File: config.mk
export PLATFORM = sky130hd
export DESIGN_NAME = format_specifier_parser
export DESIGN_NICKNAME = d
export VERILOG_FILES = /design/src/hdl/fsp_pkg.sv /design/src/hdl/fsp_core.sv /design/src/hdl/fsp_out_reg.sv /design/src/hdl/format_specifier_parser.sv
export SDC_FILE = /design/constraint.sdc
export NUM_CORES = 1
export LEC_CHECK = 0
export BUFFER_PORTS_ARGS = -buffer_cell sky130_fd_sc_hd__buf_2
export CAP_MARGIN = 20
export CORE_MARGIN = 3
export CORE_UTILIZATION = 45
export CTS_CLUSTER_SIZE = 14
export DETAILED_ROUTE_END_ITERATION = 6
export GPL_TIMING_DRIVEN = 1
export PLACE_DENSITY_LB_ADDON = 0.1
export SLEW_MARGIN = 20
export SYNTH_ARGS = -nofsm -noshare
export SYNTH_HDL_FRONTEND = slang
export SYNTH_SLANG_ARGS = --single-unit
File: constraint.sdc
create_clock -name clk_i -period 5.3 [get_ports clk_i]
set_input_delay 0.53 -clock clk_i [delete_from_list [all_inputs] [get_ports clk_i]]
set_output_delay 0.53 -clock clk_i [all_outputs]
set_load 0.03 [all_outputs]
File: src/hdl/fsp_pkg.sv
`timescale 1ns / 1ps

package fsp_pkg;

  // One input item: a start marker or one format byte
  typedef struct packed {
    logic               kind;
    logic [7:0]         char_in;
    logic signed [31:0] star_arg;
  } in_item_t;

  // One parsed conversion specifier
  typedef struct packed {
    logic               flag_alt;
    logic               flag_zero_pad;
    logic               flag_plus;
    logic               flag_left;
    logic               flag_space;
    logic [30:0]        field_width;
    logic signed [31:0] precision_out;
    logic [2:0]         length_code;
    logic [7:0]         conversion;
    logic               conversion_valid;
  } out_item_t;

  localparam logic KindStart = 1'b0;

  // Parse phases, in the order a specifier moves through them
  localparam logic [2:0] PhFlags = 3'd0;
  localparam logic [2:0] PhWstar = 3'd1;
  localparam logic [2:0] PhWdig  = 3'd2;
  localparam logic [2:0] PhDot   = 3'd3;
  localparam logic [2:0] PhPdig  = 3'd4;
  localparam logic [2:0] PhPstar = 3'd5;
  localparam logic [2:0] PhLen1  = 3'd6;
  localparam logic [2:0] PhLenN  = 3'd7;

  localparam logic [2:0] LenNone = 3'd0;
  localparam logic [2:0] LenHH   = 3'd1;
  localparam logic [2:0] LenH    = 3'd2;
  localparam logic [2:0] LenL    = 3'd3;
  localparam logic [2:0] LenLL   = 3'd4;
  localparam logic [2:0] LenBigL = 3'd5;

  // Flag bit positions
  localparam int unsigned FlAlt   = 0;
  localparam int unsigned FlZero  = 1;
  localparam int unsigned FlPlus  = 2;
  localparam int unsigned FlLeft  = 3;
  localparam int unsigned FlSpace = 4;

  localparam logic [7:0] ChHash  = 8'h23;
  localparam logic [7:0] ChZero  = 8'h30;
  localparam logic [7:0] ChOne   = 8'h31;
  localparam logic [7:0] ChNine  = 8'h39;
  localparam logic [7:0] ChPlus  = 8'h2B;
  localparam logic [7:0] ChMinus = 8'h2D;
  localparam logic [7:0] ChSpace = 8'h20;
  localparam logic [7:0] ChStar  = 8'h2A;
  localparam logic [7:0] ChDot   = 8'h2E;
  localparam logic [7:0] ChH     = 8'h68;
  localparam logic [7:0] ChL     = 8'h6C;
  localparam logic [7:0] ChBigL  = 8'h4C;

  localparam logic [30:0]        MaxVal  = 31'h7FFF_FFFF;
  localparam logic signed [31:0] PrecNone = -32'sd1;

  function automatic logic is_conv(input logic [7:0] c);
    logic r;
    case (c)
      8'h25, 8'h64, 8'h69, 8'h75, 8'h6F, 8'h78, 8'h58, 8'h66, 8'h46, 8'h65,
      8'h45, 8'h67, 8'h47, 8'h61, 8'h41, 8'h63, 8'h73, 8'h70, 8'h6E, 8'h62:
        r = 1'b1;
      default: r = 1'b0;
    endcase
    return r;
  endfunction

  // acc * 10 + d, saturating at MaxVal; the multiply is two shifts and an add
  function automatic logic [30:0] acc_digit(input logic [30:0] acc, input logic [3:0] d);
    logic [34:0] v;
    v = ({4'b0, acc} << 3) + ({4'b0, acc} << 1) + {31'b0, d};
    return (v > {4'b0, MaxVal}) ? MaxVal : v[30:0];
  endfunction

endpackage

File: src/hdl/fsp_core.sv
`timescale 1ns / 1ps

module fsp_core (
  input  logic              clk_i,
  input  logic              rst_ni,
  input  logic              step_en_i,
  input  fsp_pkg::in_item_t item_i,
  output logic              emit_o,
  output fsp_pkg::out_item_t record_o
);
  import fsp_pkg::*;

  logic [2:0]         phase_q, phase_d;
  logic [4:0]         flags_q, flags_d;
  logic [30:0]        width_q, width_d;
  logic               wneg_q, wneg_d;
  logic signed [31:0] prec_q, prec_d;
  logic [2:0]         len_q, len_d;

  logic [7:0]  c;
  logic [3:0]  dval;
  logic        digit, nz, is_len;
  logic [31:0] star_mag;

  assign c        = item_i.char_in;
  assign dval     = 4'(c - ChZero);
  assign digit    = (c >= ChZero) && (c <= ChNine);
  assign nz       = (c >= ChOne) && (c <= ChNine);
  assign is_len   = (c == ChH) || (c == ChL) || (c == ChBigL);
  assign star_mag = 32'(-item_i.star_arg);

  always_comb begin
    record_o.flag_alt         = flags_q[FlAlt];
    record_o.flag_zero_pad    = flags_q[FlZero];
    record_o.flag_plus        = flags_q[FlPlus];
    record_o.flag_left        = flags_q[FlLeft] | wneg_q;
    record_o.flag_space       = flags_q[FlSpace];
    record_o.field_width      = width_q;
    record_o.precision_out    = prec_q;
    record_o.length_code      = len_q;
    record_o.conversion       = c;
    record_o.conversion_valid = is_conv(c);
  end

  always_comb begin
    phase_d = phase_q;
    flags_d = flags_q;
    width_d = width_q;
    wneg_d  = wneg_q;
    prec_d  = prec_q;
    len_d   = len_q;
    emit_o  = 1'b0;
    if (item_i.kind == KindStart) begin
      phase_d = PhFlags;
      flags_d = '0;
      width_d = '0;
      wneg_d  = 1'b0;
      prec_d  = PrecNone;
      len_d   = LenNone;
    end else if (phase_q == PhFlags && c == ChHash) begin
      flags_d[FlAlt] = 1'b1;
    end else if (phase_q == PhFlags && c == ChZero) begin
      flags_d[FlZero] = 1'b1;
    end else if (phase_q == PhFlags && c == ChPlus) begin
      flags_d[FlPlus] = 1'b1;
    end else if (phase_q == PhFlags && c == ChMinus) begin
      flags_d[FlLeft] = 1'b1;
    end else if (phase_q == PhFlags && c == ChSpace) begin
      flags_d[FlSpace] = 1'b1;
    end else if (phase_q == PhFlags && c == ChStar) begin
      if (item_i.star_arg[31]) begin
        wneg_d  = 1'b1;
        // only the most negative value has a magnitude past the limit
        width_d = star_mag[31] ? MaxVal : star_mag[30:0];
      end else begin
        wneg_d  = 1'b0;
        width_d = item_i.star_arg[30:0];
      end
      phase_d = PhWstar;
    end else if (phase_q <= PhWstar && nz) begin
      wneg_d  = 1'b0;
      width_d = {27'b0, dval};
      phase_d = PhWdig;
    end else if (phase_q == PhWdig && digit) begin
      width_d = acc_digit(width_q, dval);
    end else if (phase_q <= PhWdig && c == ChDot) begin
      prec_d  = '0;
      phase_d = PhDot;
    end else if (phase_q == PhDot && c == ChStar) begin
      prec_d  = item_i.star_arg;
      phase_d = PhPstar;
    end else if ((phase_q == PhDot || phase_q == PhPdig) && digit) begin
      // precision is never negative here
      prec_d  = {1'b0, acc_digit(prec_q[30:0], dval)};
      phase_d = PhPdig;
    end else if (phase_q == PhPstar && digit) begin
      // digits after a star precision are skipped
    end else if (is_len) begin
      if (phase_q <= PhPstar) begin
        len_d   = (c == ChH) ? LenH : ((c == ChL) ? LenL : LenBigL);
        phase_d = PhLen1;
      end else if (phase_q == PhLen1) begin
        if (len_q == LenH && c == ChH) begin
          len_d = LenHH;
        end else if (len_q == LenL && c == ChL) begin
          len_d = LenLL;
        end
        phase_d = PhLenN;
      end
    end else begin
      emit_o  = 1'b1;
      phase_d = PhFlags;
      flags_d = '0;
      width_d = '0;
      wneg_d  = 1'b0;
      prec_d  = PrecNone;
      len_d   = LenNone;
    end
  end

  always_ff @(posedge clk_i or negedge rst_ni) begin
    if (!rst_ni) begin
      phase_q <= PhFlags;
      flags_q <= '0;
      width_q <= '0;
      wneg_q  <= 1'b0;
      prec_q  <= PrecNone;
      len_q   <= LenNone;
    end else if (step_en_i) begin
      phase_q <= phase_d;
      flags_q <= flags_d;
      width_q <= width_d;
      wneg_q  <= wneg_d;
      prec_q  <= prec_d;
      len_q   <= len_d;
    end
  end

endmodule

File: src/hdl/fsp_out_reg.sv
`timescale 1ns / 1ps

module fsp_out_reg (
  input  logic               clk_i,
  input  logic               rst_ni,
  input  logic               load_i,
  input  fsp_pkg::out_item_t data_i,
  output logic               free_o,
  output logic               out_valid_o,
  input  logic               out_stall_i,
  output fsp_pkg::out_item_t out_item_o
);
  import fsp_pkg::*;

  logic      valid_q;
  out_item_t data_q;

  // room for a new record when empty or when the held one transfers now
  assign free_o      = !valid_q || !out_stall_i;
  assign out_valid_o = valid_q;
  assign out_item_o  = data_q;

  always_ff @(posedge clk_i or negedge rst_ni) begin
    if (!rst_ni) begin
      valid_q <= 1'b0;
    end else if (free_o) begin
      valid_q <= load_i;
    end
  end

  always_ff @(posedge clk_i) begin
    if (load_i) begin
      data_q <= data_i;
    end
  end

endmodule

File: src/hdl/format_specifier_parser.sv
`timescale 1ns / 1ps

// Channel   Direction  Handshake                 Payload
// in        input      in_valid_i / in_stall_o   in_item_i  (kind, char_in, star_arg)
// out       output     out_valid_o / out_stall_i out_item_o (flags, width, precision, ...)
//
// One item per cycle sustained, except while a stalled output holds the input stage (below);
// an input transfer reaches the record via the input register, then the parse step into the output register.
// The parse step is a phase update plus one saturating multiply-by-ten accumulate.
// Reset puts the parser in the flags phase with defaults, precision -1.
// A stalled output only holds the input stage back when the waiting item ends a specifier.
module format_specifier_parser (
  input  logic               clk_i,
  input  logic               rst_ni,
  input  logic               in_valid_i,
  output logic               in_stall_o,
  input  fsp_pkg::in_item_t  in_item_i,
  output logic               out_valid_o,
  input  logic               out_stall_i,
  output fsp_pkg::out_item_t out_item_o
);
  import fsp_pkg::*;

  logic      in_valid_q;
  in_item_t  in_item_q;
  logic      emit;
  logic      out_free;
  logic      step;
  out_item_t record;

  assign step       = in_valid_q && (!emit || out_free);
  assign in_stall_o = in_valid_q && !step;

  always_ff @(posedge clk_i or negedge rst_ni) begin
    if (!rst_ni) begin
      in_valid_q <= 1'b0;
    end else if (!in_stall_o) begin
      in_valid_q <= in_valid_i;
    end
  end

  always_ff @(posedge clk_i) begin
    if (!in_stall_o && in_valid_i) begin
      in_item_q <= in_item_i;
    end
  end

  fsp_core u_core (
    .clk_i     (clk_i),
    .rst_ni    (rst_ni),
    .step_en_i (step),
    .item_i    (in_item_q),
    .emit_o    (emit),
    .record_o  (record)
  );

  fsp_out_reg u_out (
    .clk_i       (clk_i),
    .rst_ni      (rst_ni),
    .load_i      (step && emit),
    .data_i      (record),
    .free_o      (out_free),
    .out_valid_o (out_valid_o),
    .out_stall_i (out_stall_i),
    .out_item_o  (out_item_o)
  );

endmodule
==> results_dict.tcl, run 1 <==
set metrics [dict create \
    first_pass_iters 5 \
    die_w_um 178 \
    yosys.cell_count.top_type "o21ai_0" \
    die_h_um 178 \
    routedWlPerCell_um 21.3 \
    area_growth_pct 11.5 \
    yosysWarnings 0 \
    cts-root-buf "clkbuf_16" \
    drive_gt1_share_pct 15.8 \
    cts_resized 0 \
    cp.required_ns 5.61 \
    startpoint_type "flip-flop" \
    power_frac_clock_pct 29.3 \
    finalSetupViolCount 0 \
    rsz0062_at_grt "no" \
    grtUsageTotal_pct 25.7 \
    finalSetupTns_ns 0 \
    synth.area.top_cells "edfxtp_1, ha_1, dfrtp_1" \
    switchingPower_mw 1.55 \
    drv_cap 0 \
    ys_ff_latch 198 \
    drv_slew 0 \
    initial_core_util_pct 46.1 \
    ys_async_sr_fraction_pct 38.9 \
    cts_hold_buf 0 \
    ant_nets 0 \
    setup_ws_ns 0.768 \
    drc 0 \
    synth_flop_cell "edfxtp_1" \
    synth_cells 1381 \
    grt_overflow_total 0 \
    htreeDepth 4 \
    crit_path_end_kind "flip-flop" \
    core-area_mm2 0.0289 \
    p_sw_share_pct 34.8 \
    ir_worst_vdd_mv 0.235 \
    clk_latency_ns 0.47 \
    cts_tree "built" \
    synth-edff-count 121 \
    finClkSkew_ns 0.0163 \
    cts_made_buffers 17 \
    place_ws_ns 0.827 \
    grt_pass1_wl_um 62700 \
    crit_fanout 18 \
    fin_nets 1645 \
    fin_crit_sh_pct 85.5 \
    grt_max_degree 46 \
    nFillCells 2675 \
    boundaryPins 127 \
    tightest_slew_ns 1.00 \
    antenna_found_initial 0 \
    synth_top_area_share_pct 27.2 \
    synth_top_cell_by_area "edfxtp_1" \
    fp.dieArea_mm2 0.0318 \
    num_vias 11494 \
    synthesis.nets 1553 \
    initialDrtViolationCount 979 \
    clk_path_buf_depth 2 \
    hold_class "primary input to async pin" \
    routed_wl_um 39900 \
    ys_seq_area_share_pct 42.0 \
    min_period_ns 4.53 \
    synth.avg_cell_area_um2 9.66 \
    hpwl_um 29300 \
    outcome "finished, final reports clean" \
    comb_power_share_pct 29.3 \
    internal-power_mw 2.91 \
    viasPerCell 6.15 \
    hold_viol_final 0 \
    multi_input_area_mm2 0.00732 \
    gp_congestion 0.930 \
    seqPwrFrac_pct 41.3 \
    rows 62 \
    grt_pass1_vias 10702 \
    crit_type "flip-flop to flip-flop" \
    fmax_ghz 0.221 \
    yosysUniqueCellTypes 85 \
    p_leak_nw 6.13 \
    io_buffers 126 \
    cts_num_sinks 198 \
    cts.clk_slew.worst_paths_ns 0.08 \
    synth_area_mm2 0.0133 \
    p_per_area_mw_per_mm2 300 \
    seq_area_mm2 0.00560 \
    relSlewSlack_pct 32.3 \
    cp.arrival_ns 4.84 \
    cts_setup_buffers 0 \
    r2r_slack_ns 0.77 \
    synth_common_cells "o21ai_0, ha_1, nand2_1" \
    diodes 0 \
]
## registers in the layout, summed over array words and instances, names as in the netlist
signal,flops
u_core.wneg_q,1
u_core.phase_q,3
in_item_q,41
u_core.prec_q,32
u_out.out_item_o,80
u_out.out_valid_o,1
u_core.width_q,31
in_valid_q,1
u_core.len_q,3
u_core.flags_q,5
## worst paths after layout
kind | endpoint | startpoint | depth (start not counted)
min in group clk_i | in_item_q[0]$_DFFE_PP_ | in_item_i[0] | 1
worst max-delay path | u_core.width_q[17]$_DFFE_PN0P_ | in_item_q[35]$_DFFE_PP_ | 12
worst min register to register | u_out.out_item_o[78]$_DFFE_PP_ | u_core.flags_q[1]$_DFFE_PN0P_ | 0
worst min-delay path | u_core.width_q[16]$_DFFE_PN0P_ | rst_ni | 1
max in group asynchronous | u_core.prec_q[20]$_DFFE_PN1P_ | rst_ni | 2
worst max register to register | u_core.width_q[17]$_DFFE_PN0P_ | in_item_q[35]$_DFFE_PP_ | 12
## metrics by stage
stage / hold WS [ns] / instance area, um^2 / std cells / utilization, % / total power, mW
after CTS: 0.0398 / 14900 / 1870 / 51.4 / 4.47
after floorplan: 0.234 / 13300 / 1381 / - / 2.81
final: 0.0390 / 14900 / 1870 / 51.4 / 4.46
after detailed placement: 0.452 / 14300 / 1838 / 49.5 / 3.16
after global placement: 0.441 / 14300 / 1838 / 49.5 / 3.16
after global routing: 0.0646 / 14900 / 1870 / 51.4 / 4.72
## power by group through the flow
stage          combinational [mW]  clock [mW]  sequential [mW]
4_1_cts                      1.30        1.33             1.84
6_report                     1.31        1.31             1.84
3_5_place_dp                 1.29           0             1.87
5_1_grt                      1.46        1.40             1.86
3_3_place_gp                 1.28           0             1.87
2_1_floorplan               0.908           0             1.90
## cell usage in the layout, fill, tap and decap left out, types with 8 or more instances in the layout
master / count
nor2b_1: 10
nand2_1: 122
buf_2: 125
a221oi_1: 8
inv_1: 38
and3_1: 9
o31ai_1: 10
nor4_1: 11
o21a_1: 19
or3_1: 18
a21o_1: 21
xnor2_1: 31
a31oi_1: 19
nand3_1: 37
nand4_1: 19
a22oi_1: 9
dfrtp_1: 45
dfstp_2: 32
a21oi_1: 116
a211oi_1: 12
buf_4: 16
ha_1: 123
xor2_1: 25
clkbuf_16: 17
edfxtp_1: 121
o211ai_1: 23
or4_1: 10
nand2b_1: 12
o21ai_0: 136
nor2_1: 72
nor3_1: 51
## kinds of logic after synthesis
| group | count (synthesis) | share of synthesized area (%) |
|---|---|---|
| compound gates | 460 | 21.8 |
| buf+inv | 108 | 3.29 |
| flops | 198 | 42.0 |
| mux | 6 | 0.488 |
| simple gates | 425 | 16.5 |
| xor+xnor | 56 | 3.68 |
| fa+ha+maj | 128 | 12.2 |
## critical path, cell delays in order (launching register included)
cell	delay, ns
edfxtp_1	0.39
inv_1	0.19
fa_1	0.48
fa_1	0.48
nor2b_1	0.18
o2111a_1	0.20
o21bai_1	0.15
a2111oi_0	0.62
a211o_1	0.18
o2111ai_1	0.11
a311o_1	0.61
nand2_1	0.56
o211ai_1	0.18
## layout make-up
type | count | share of cell area (%)
flip-flops and latches | 198 | 37.6
clock inverters | 15 | 0.959
multi-input cells | 1075 | 49.2
inverters | 39 | 0.984
repair buffers | 142 | 5.15
well taps | 384 | 3.23
clock buffers | 17 | 2.86
## layer usage
layer	part of all wire [%]	global-route usage [%]	wire length, um
met3	5.9	4.28	2360
met1	48	38.6	19300
met4	2.0	7.34	809
met5	0	0	0
met2	44	38.2	17500
No activity file was read; power rests on OpenSTA's default activity.
==> run 2: changes to the inputs <==
--- a/config.mk
+++ b/config.mk
@@ -5,12 +5,12 @@
 export SDC_FILE = /design/constraint.sdc
 export NUM_CORES = 1
 export LEC_CHECK = 0
-export BUFFER_PORTS_ARGS = -buffer_cell sky130_fd_sc_hd__buf_2
 export CAP_MARGIN = 20
 export CORE_MARGIN = 3
 export CORE_UTILIZATION = 45
 export CTS_CLUSTER_SIZE = 14
 export DETAILED_ROUTE_END_ITERATION = 6
+export DONT_BUFFER_PORTS = 1
 export GPL_TIMING_DRIVEN = 1
 export PLACE_DENSITY_LB_ADDON = 0.1
 export SLEW_MARGIN = 20
==> run 2 against run 1 <==
Effect of this change: design area fell by 3.8%; worst hold slack better by 0.12 ns; clock power increased by 6%; power is 0.91% higher; register-to-register slack lost 0.15 ns; count of clock-buffer cells in the layout stayed put; combinational power down 9%; highest routed layer is now met5.
==> results_dict.tcl, run 2 (synthesized netlist as in run 1, its figures left out) <==
set metrics [dict create \
    area_growth_pct 7.25 \
    ir_worst_vdd_mv 0.224 \
    drv_slew 0 \
    clk_path_buf_depth 2 \
    seqPwrFrac_pct 42.6 \
    antenna_found_initial 2 \
    slowest_stage "fa_1" \
    holdCritStartpoint "in_item_i[35]" \
    holdPathEnd "in_item_q[35]$_DFFE_PP_" \
    hold_viol_final 0 \
    core-area_mm2 0.0289 \
    crit_path_end_kind "flip-flop" \
    fin_crit_sh_pct 88.3 \
    fin_nets 1518 \
    multi_input_area_mm2 0.00732 \
    place_ws_ns 0.754 \
    grtUsageTotal_pct 24.7 \
    grt_max_degree 78 \
    die_h_um 178 \
    cp.arrival_ns 5.03 \
    routedWlPerCell_um 22.2 \
    p_leak_nw 5.68 \
    boundaryPins 127 \
    fmax_ghz 0.214 \
    max_stage_delay_ns 0.62 \
    switchingPower_mw 1.52 \
    rows 62 \
    final_cell_mix "o21ai_0, ha_1, nand2_1, edfxtp_1, a21oi_1" \
    num_vias 10924 \
    nFillCells 2680 \
    drc 0 \
    cts_num_sinks 198 \
    diodes 0 \
    power_frac_clock_pct 31.0 \
    first_pass_iters 5 \
    tightest_slew_ns 0.992 \
    clk_latency_ns 0.46 \
    io_buffers 0 \
    outcome "finished, final reports clean" \
    finClkSkew_ns 0.0127 \
    grt_pass1_wl_um 60700 \
    drv_cap 0 \
    hold_class "primary input to flip-flop" \
    cts-root-buf "clkbuf_16" \
    rr_worst_depth 14 \
    cts.clk_slew.worst_paths_ns 0.08 \
    routed_wl_um 38700 \
    viasPerCell 6.27 \
    crit_path_cell_trace "buf_4, inv_1, fa_1, inv_1, ha_1, a21o_1, a21oi_1, o21ai_0, a41oi_1, o41ai_2, a31oi_1, mux2_2, nor2_1, a41oi_1" \
    cp.required_ns 5.65 \
    p_per_area_mw_per_mm2 314 \
    fp.dieArea_mm2 0.0318 \
    drive_gt1_share_pct 7.95 \
    cts_resized 0 \
    rsz0062_at_grt "no" \
    startpoint_type "flip-flop" \
    relSlewSlack_pct 33.0 \
    comb_power_share_pct 26.4 \
    cts_tree "built" \
    fin_util_pct 49.5 \
    crit_type "flip-flop to flip-flop" \
    largest_reg_flops 80 \
    timing.rr.end "u_core.prec_q[18]$_DFFE_PN1P_" \
    crit_fanout 24 \
    initialDrtViolationCount 844 \
    cts_made_buffers 17 \
    initial_core_util_pct 46.1 \
    finalPower_mw 4.50 \
    grt_pass1_vias 10415 \
    r2r_slack_ns 0.62 \
    ant_nets 0 \
    gp_congestion 0.926 \
    hpwl_um 28200 \
    final_common_cell "o21ai_0" \
    whs_path_depth 0 \
    die_w_um 178 \
    htreeDepth 4 \
    min_period_ns 4.68 \
    r2r-start "in_item_q[35]$_DFFE_PP_" \
    grt_overflow_total 0 \
    seq_area_mm2 0.00560 \
    setup_ws_ns 0.622 \
    finalSetupViolCount 0 \
    finalSetupTns_ns 0 \
    p_sw_share_pct 33.8 \
    internal-power_mw 2.98 \
]
==> run 2: cell types whose count changed in the layout (fill, tap and decap cells not counted), sizes merged <==
cell         before  now
buf             142   14
bufinv            1    3
clkinv            7    5
clkinvlp          2    1
dlygate4sd3       0    1
inv              44   45
==> run 2: critical path, delay by kind of cell, from the launching register on <==
kind | cells | cell delay, ns
adder cells (fa/ha/maj) | 2 | 0.89
AO/OA/AOI/OAI | 7 | 1.84
AND/OR/NAND/NOR | 1 | 0.53
buffers and inverters | 3 | 0.44
multiplexers | 1 | 0.53
flip-flops | 1 | 0.33
==> run 2: stage by stage <==
| stage | hold WS [ns] | cells | area (um^2) |
|---|---|---|---|
| after floorplan | 0.234 | 1381 | 13300 |
| after global placement | 0.238 | 1709 | 13700 |
| after detailed placement | 0.237 | 1709 | 13700 |
| after CTS | 0.142 | 1743 | 14300 |
| after global routing | 0.142 | 1743 | 14300 |
| final | 0.161 | 1743 | 14300 |
==> run 2: layer usage <==
layer,GRT usage (%),share of wire [%]
met5,0,0.054
met1,36.8,49
met3,4.13,5.6
met4,6.36,1.7
met2,37.3,44
==> run 2: timing repair <==
action / 4_1_cts / 5_1_grt
hold buffers: 2 / 0
setup endpoints to repair: 0 / 0
setup buffers: 0 / 0
hold endpoints to repair: 77 / 0
==> run 2: layout make-up <==
class                           instances  area share [%]
Tap cell                              384            3.36
Timing Repair Buffer                   15            1.03
Multi-Input combinational cell       1075            51.2
Clock buffer                           17            2.97
Inverter                               39            1.02
Clock inverter                         15            1.33
Sequential cell                       198            39.1
==> run 2: worst max-delay path by stage <==
stage                                      to                           from  cells after the start  slack, ns
2_1_floorplan   u_out.out_item_o[0]$_DFFE_PP_  u_core.phase_q[0]$_DFFE_PN0P_                      6       0.97
3_3_place_gp   u_core.width_q[17]$_DFFE_PN0P_        in_item_q[35]$_DFFE_PP_                     13       0.89
3_5_place_dp    u_core.prec_q[18]$_DFFE_PN1P_        in_item_q[35]$_DFFE_PP_                     14       0.75
4_1_cts         u_core.prec_q[18]$_DFFE_PN1P_        in_item_q[35]$_DFFE_PP_                     14       0.72
5_1_grt         u_core.prec_q[25]$_DFFE_PN1P_        in_item_q[35]$_DFFE_PP_                     14       0.26
6_report        u_core.prec_q[18]$_DFFE_PN1P_        in_item_q[35]$_DFFE_PP_                     14       0.62
==> run 2: power by group through the flow <==
stage	Sequential, mW	Combinational [mW]	Clock (mW)
6_report	1.92	1.19	1.39
3_5_place_dp	1.95	1.15	0
3_3_place_gp	1.95	1.15	0
4_1_cts	1.92	1.17	1.42
2_1_floorplan	1.90	0.908	0
5_1_grt	1.93	1.33	1.48
